$ cat src/design/rlss_pkg.sv
package rlss_pkg;

    // fixed field widths of the item ports
    localparam int KIND_W   = 2;
    localparam int LETTER_W = 8;
    localparam int INDEX_W  = 16;
    localparam int STATUS_W = 2;
    localparam int TOTAL_W  = 16;

    // operation codes carried by an input item
    localparam logic [KIND_W-1:0] KIND_APPEND = 2'd0;
    localparam logic [KIND_W-1:0] KIND_READ   = 2'd1;
    localparam logic [KIND_W-1:0] KIND_REMOVE = 2'd2;

    // result status codes
    localparam logic [STATUS_W-1:0] STATUS_OK     = 2'd0;
    localparam logic [STATUS_W-1:0] STATUS_BOUNDS = 2'd1;
    localparam logic [STATUS_W-1:0] STATUS_SPACE  = 2'd2;

    // commands from the controller to the datapath
    typedef enum logic [4:0] {
        OP_NONE,
        OP_LOAD,
        OP_APP_RD,
        OP_APP_EXT,
        OP_APP_NEW,
        OP_SPACE,
        OP_BOUNDS,
        OP_LOC_START,
        OP_LOC_STEP,
        OP_READ_DONE,
        OP_REM_DEC,
        OP_REM_LAST,
        OP_REM_RD_PREV,
        OP_REM_SAVE_PREV,
        OP_REM_DROP1,
        OP_REM_MERGE,
        OP_COPY_STEP,
        OP_COPY_END,
        OP_EMIT
    } dp_op_t;

    // controller states
    typedef enum logic [2:0] {
        ST_IDLE,
        ST_DECODE,
        ST_APP_CHK,
        ST_LOC,
        ST_REM_PREV,
        ST_REM_NEXT,
        ST_COPY,
        ST_RESP
    } ctrl_state_t;

    // flags from the datapath to the controller
    typedef struct packed {
        logic is_append;
        logic is_read;
        logic is_remove;
        logic oob;
        logic len_full;
        logic used_zero;
        logic table_full;
        logic last_match;
        logic walk_more;
        logic cnt_gt1;
        logic r_last;
        logic r_first;
        logic prev_match;
        logic copy_more;
        logic out_free;
    } dp_status_t;

endpackage

$ cat src/design/rlss_ctrl.sv
module rlss_ctrl
    import rlss_pkg::*;
(
    input  logic       clk,
    input  logic       rst_n,
    input  logic       req_valid,
    input  dp_status_t stat,
    output dp_op_t     op,
    output logic       req_stall
);

    ctrl_state_t state_reg;
    ctrl_state_t state_next;

    // state register
    always_ff @(posedge clk or negedge rst_n)
    begin
        if (!rst_n)
        begin
            state_reg <= ST_IDLE;
        end
        else
        begin
            state_reg <= state_next;
        end
    end

    // next state
    always_comb
    begin
        state_next = state_reg;
        unique case (state_reg)
            ST_IDLE:
            begin
                if (req_valid)
                begin
                    state_next = ST_DECODE;
                end
            end
            ST_DECODE:
            begin
                priority if (stat.is_append)
                begin
                    if (stat.len_full || stat.used_zero)
                    begin
                        state_next = ST_RESP;
                    end
                    else
                    begin
                        state_next = ST_APP_CHK;
                    end
                end
                else if (stat.is_read || stat.is_remove)
                begin
                    state_next = stat.oob ? ST_RESP : ST_LOC;
                end
                else
                begin
                    state_next = ST_RESP;
                end
            end
            ST_APP_CHK:
            begin
                state_next = ST_RESP;
            end
            ST_LOC:
            begin
                priority if (stat.walk_more)
                begin
                    state_next = ST_LOC;
                end
                else if (stat.is_read || stat.cnt_gt1 || stat.r_last)
                begin
                    state_next = ST_RESP;
                end
                else if (stat.r_first)
                begin
                    state_next = ST_COPY;
                end
                else
                begin
                    state_next = ST_REM_PREV;
                end
            end
            ST_REM_PREV:
            begin
                state_next = ST_REM_NEXT;
            end
            ST_REM_NEXT:
            begin
                state_next = ST_COPY;
            end
            ST_COPY:
            begin
                if (!stat.copy_more)
                begin
                    state_next = ST_RESP;
                end
            end
            ST_RESP:
            begin
                if (stat.out_free)
                begin
                    state_next = ST_IDLE;
                end
            end
            default:
            begin
                state_next = ST_IDLE;
            end
        endcase
    end

    // datapath commands
    always_comb
    begin
        op = OP_NONE;
        unique case (state_reg)
            ST_IDLE:
            begin
                if (req_valid)
                begin
                    op = OP_LOAD;
                end
            end
            ST_DECODE:
            begin
                priority if (stat.is_append)
                begin
                    priority if (stat.len_full)
                    begin
                        op = OP_SPACE;
                    end
                    else if (stat.used_zero)
                    begin
                        op = OP_APP_NEW;
                    end
                    else
                    begin
                        op = OP_APP_RD;
                    end
                end
                else if (stat.is_read || stat.is_remove)
                begin
                    op = stat.oob ? OP_BOUNDS : OP_LOC_START;
                end
                else
                begin
                    op = OP_NONE;
                end
            end
            ST_APP_CHK:
            begin
                priority if (stat.last_match)
                begin
                    op = OP_APP_EXT;
                end
                else if (stat.table_full)
                begin
                    op = OP_SPACE;
                end
                else
                begin
                    op = OP_APP_NEW;
                end
            end
            ST_LOC:
            begin
                priority if (stat.walk_more)
                begin
                    op = OP_LOC_STEP;
                end
                else if (stat.is_read)
                begin
                    op = OP_READ_DONE;
                end
                else if (stat.cnt_gt1)
                begin
                    op = OP_REM_DEC;
                end
                else if (stat.r_last)
                begin
                    op = OP_REM_LAST;
                end
                else if (stat.r_first)
                begin
                    op = OP_REM_DROP1;
                end
                else
                begin
                    op = OP_REM_RD_PREV;
                end
            end
            ST_REM_PREV:
            begin
                op = OP_REM_SAVE_PREV;
            end
            ST_REM_NEXT:
            begin
                op = stat.prev_match ? OP_REM_MERGE : OP_REM_DROP1;
            end
            ST_COPY:
            begin
                op = stat.copy_more ? OP_COPY_STEP : OP_COPY_END;
            end
            ST_RESP:
            begin
                if (stat.out_free)
                begin
                    op = OP_EMIT;
                end
            end
            default:
            begin
                op = OP_NONE;
            end
        endcase
    end

    assign req_stall = (state_reg != ST_IDLE);

endmodule

$ cat config.mk
export PLATFORM = sky130hd
export DESIGN_NAME = rlss_ctrl
export DESIGN_NICKNAME = d
export VERILOG_FILES = /design/src/design/rlss_pkg.sv /design/src/design/rlss_ctrl.sv
export SDC_FILE = /design/constraint.sdc
export NUM_CORES = 1
export LEC_CHECK = 0
export ABC_AREA = 1
export BUFFER_PORTS_ARGS = -buffer_cell sky130_fd_sc_hd__buf_2
export CORE_AREA = 2 2 39 41
export DETAILED_ROUTE_END_ITERATION = 8
export DIE_AREA = 0 0 41 43
export PLACE_DENSITY = 0.67
export SYNTH_ARGS = -nofsm -noshare
export SYNTH_HDL_FRONTEND = slang
export SYNTH_SLANG_ARGS = --single-unit
$ cat constraint.sdc
create_clock -name clk -period 1.1 [get_ports clk]
set_input_delay 0.11 -clock clk [delete_from_list [all_inputs] [get_ports clk]]
set_output_delay 0.11 -clock clk [all_outputs]
set_load 0.1 [all_outputs]
# Yosys cells after proc, flatten, opt, wreduce, memory -nomap -nowiden
# Cells that the tools add are included.
# W data, S select, Z words.
# totals
reg_bits,3
latchBits,0
ramBits,0
rom_bits,0
input_bits,18
output_inout_bits,6
word_cells,46
mem_count,0
# op_classes
add_sub_neg,0
n_mul,0
div_mod_pow,0
magnitude_cmp,0
eq_ne,10
n_shift,0
muxes,28
bitwise_logic,0
n_reduce_logical,7
# ops
op,n
$mux W3,16
$pmux W5 S8,1
$pmux W3 S8,1
$eq A3 B3 Y1 const B,4
$mux W5,2
$eq A3 B2 Y1 const B,2
$mux W2,3
$ne A2 B2 Y1 const B,3
$mux W1,5
$logic_or A1 B1 Y1,4
$eq A3 B1 Y1 const B,1
$logic_not A3 Y1,1
$reduce_and A3 Y1,1
$reduce_bool A3 Y1,1

# Depth between registers and ports, before layout
# logic_depth
depth_word,6
mapped_depth,7

# Worst setup path after synthesis
# OpenSTA, ideal clock, no wires.
# synth_timing
kind,register to output
start,register state_reg[0]
end,output port op[4]
t_arrival_ns,2.789
t_required_ns,0.990
setup_slack_ns,-1.799
stages_incl_launch_ff,5
path_buffers,0
path_cell_list,dfrtp_1 > nand2_2 > inv_2 > nand2_2 > o21ai_0
# synth_via
elab_chain_len,2
elab_cells_between_ends,9
cone_classes,eq/ne: 7; mux: 1; reduce/logical: 1
# synth_lines
element,line,source
from (decl),rlss_ctrl.sv:12,ctrl_state_t state_reg;
from (signal assigned),rlss_ctrl.sv:24,state_reg <= state_next;
"$eq A3 B3 Y1, or another cell as far along",rlss_ctrl.sv:118,unique case (state_reg)
$pmux W5 S8 *,rlss_ctrl.sv:118,
to (decl),rlss_ctrl.sv:8,"output dp_op_t op,"
# Mark *: on every way between the ends. The rest lies on a longest branch, timed or not.

# Worst setup path in the final report
# layout_timing
start,register state_reg[2]
end,output port op[1]
# The elaborated chain is that of the path after synthesis.

==> metrics.yaml <==
outcome:
  run_status: "finished with violations"
  violations: "negative setup slack"
detailed_routing:
  wl_per_cell_um: 11.25
  dr_total_vias: 748
  ant_nets: 0
  drc: 0
  dr.pass1.iters: 4
  vias_per_cell: 4.826
  wl_um: 1743
  first_iter_violations: 14
global_routing:
  antenna_found_initial: 0
  grtUsageTotal_pct: 20.93
  grt-ovfl-total: 0
  grt_pass1_wl_um: 2511
  grt_pass1_vias: 688
  grt_max_degree: 8
sta:
  min_period_ns: 1.653
  fmax_mhz: 605.1
  slew_headroom_pct: 82.82
  timing.final.ws_setup_ns: -0.5527
  clock_skew_ns: 0.00008102
  setup_viol: 9
  final_hold_viol_count: 0
  worstMarginPinSlew_ns: 0.2566
  finalCritPeriodShare_pct: 150.2
  hold_ws_ns: 0.1451
  rsz0062_at_grt: "yes"
  slew_violations: 0
worst_setup_path:
  critPathCaptureType: "output port"
  required_ns: 0.99
  r2r_slack_ns: -0.18
  rr_worst_depth: 7
  setup.worst_path.start_class: "flop"
  worstPathMaxFanout: 6
  rr_startpoint: "state_reg[2]$_DFFE_PN0P_"
  worstSetupPathType: "reg -> out"
  crit_arrival_ns: 1.54
  worstReg2RegEnd: "state_reg[1]$_DFFE_PN0P_"
synthesis:
  synth_area_leaders: "nand2_1 (23%), dfrtp_1 (15%), inv_1 (13%), nor2_1 (12%), nand3_1 (10%)"
  synth-seq-area-share_pct: 15.08
  synthAdderAreaFrac_pct: 0
  netlist_area_um2: 498.0
  synth_top_family_by_area: "simple AND/OR/NAND/NOR gates"
  muxShareOfSynthArea_pct: 0
  syn_inst: 97
  synthSimpleGateAreaFrac_pct: 58.79
  yosys_warnings: 0
  synth_compound_area_share_pct: 9.548
  ys_ff_latch: 3
  postSynthNetCount: 115
  yosysTopAreaCell: "nand2_1"
  synth_top_area_share_pct: 22.61
  syn_area_per_cell_um2: 5.134
  ys_types: 17
  synth_xor_area_share_pct: 0
run:
  maxCapViolations: 0
finish:
  regArea_um2: 77.57
  antenna-diode-count: 0
  largest_register_ffs: 3
  layout_common_cells: "nand2_1 (24), buf_2 (17), inv_1 (15)"
  final_nets: 158
  multiInputGateArea_um2: 452.9
  fillers: 121
  drive_above_1_share_pct: 53.24
  finalInstanceArea_um2: 987.2
  area_delta_synth_final_pct: 98.24
  layout_commonest_cell: "nand2_1"
floorplanning:
  fp.dieW_um: 41
  initial_core_util_pct: 35.99
  core_mm2: 0.001384
  die_height_um: 43
  die_area_mm2: 0.001763
  io_pins: 24
  fp-row-count: 14
hold_path:
  hold_depth: 4
  hold_start: "stat[0]"
  holdCritPathClass: "in -> reg"
  hold_path_end: "state_reg[0]$_DFFE_PN0P_"
clocking:
  cts-htree-levels: 1
  numCtsBuffers: 3
  clockBufferDepth: 2
  cts_sinks: 3
  tritoncts: "built"
  cts-root-buf: "clkbuf_4"
  clk_latency_ns: 0.24
  path_clk_slew_ns: 0.04
placed_design:
  io_buffer_count: 23
  gp_congestion: 0.7834
  place_area_um2: 805.8
  place_hpwl_um: 1155
[cells in the mapped netlist (all sizes together)]
cell    count
nand2      33
inv        19
nor2       19
nand3      10
o21ai       5
a21oi       3
dfrtp       3
buf         1
nand3b      1
nor3        1
o211ai      1
or2         1
[what timing repair did]
item,in CTS,in global routing
resized for setup,17,16
setup buffers,3,3
pin swaps,3,7
endpoints found under the setup margin,9,9
hold buffers,1,0
hold endpoints to repair,3,0
[through the flow]
step	utilization (%)	TNS, ns	instances	setup slack (ns)
floorplan	-	-2.917	97	-1.140
global placement	58.23	-1.688	144	-0.2874
detailed placement	58.23	-1.890	144	-0.3178
CTS	66.37	-3.080	152	-0.5010
finish	71.34	-3.200	155	-0.5527
global route	71.34	-3.808	155	-0.6226
[worst max-delay path, cell delays in order, from the launching register on]
cell     delay, ns
dfrtp_2       0.48
buf_6         0.15
nor3_4        0.19
nand2_1       0.11
nand2_2       0.08
nor2_2        0.05
nand3_4       0.07
buf_12        0.17
[how the worst max path moves through the flow]
stage	startpoint	endpoint	slack, ns	depth (start not counted)
CTS	state_reg[1]$_DFFE_PN0P_	op[2]	-0.50	7
global placement	state_reg[1]$_DFFE_PN0P_	op[2]	-0.29	6
floorplan	state_reg[2]$_DFFE_PN0P_	op[2]	-1.14	4
detailed placement	state_reg[1]$_DFFE_PN0P_	op[2]	-0.32	6
global route	state_reg[0]$_DFFE_PN0P_	op[2]	-0.62	7
finish	state_reg[2]$_DFFE_PN0P_	op[1]	-0.55	7
[metal layers]
| layer | GRT usage [%] | share of wire (%) | up-vias |
|---|---|---|---|
| met4 | 14.00 | 4.2 | 0 |
| li1 | - | - | 378 |
| met5 | 0 | 0 | - |
| met1 | 22.01 | 38 | 338 |
| met3 | 3.141 | 4.1 | 9 |
| met2 | 35.31 | 54 | 23 |
[kinds of logic (layout without fill, tap and decap cells)]
| logic type | count (synthesis) | after routing |
|---|---|---|
| AND/OR/NAND/NOR | 65 | 65 |
| buffers and inverters | 20 | 62 |
| AO/OA/AOI/OAI | 9 | 9 |
| flip-flops | 3 | 3 |
[cell type report]
cell class	count	share of cell area, %
well taps	16	2.028
inverters	19	7.224
flip-flops and latches	3	7.858
repair buffers	39	34.35
clock buffers	4	2.662
multi-input cells	74	45.88
Power is left out: the tool's default activity adds up to more than one toggle a clock period on the data nets, which glitch-free logic cannot reach.
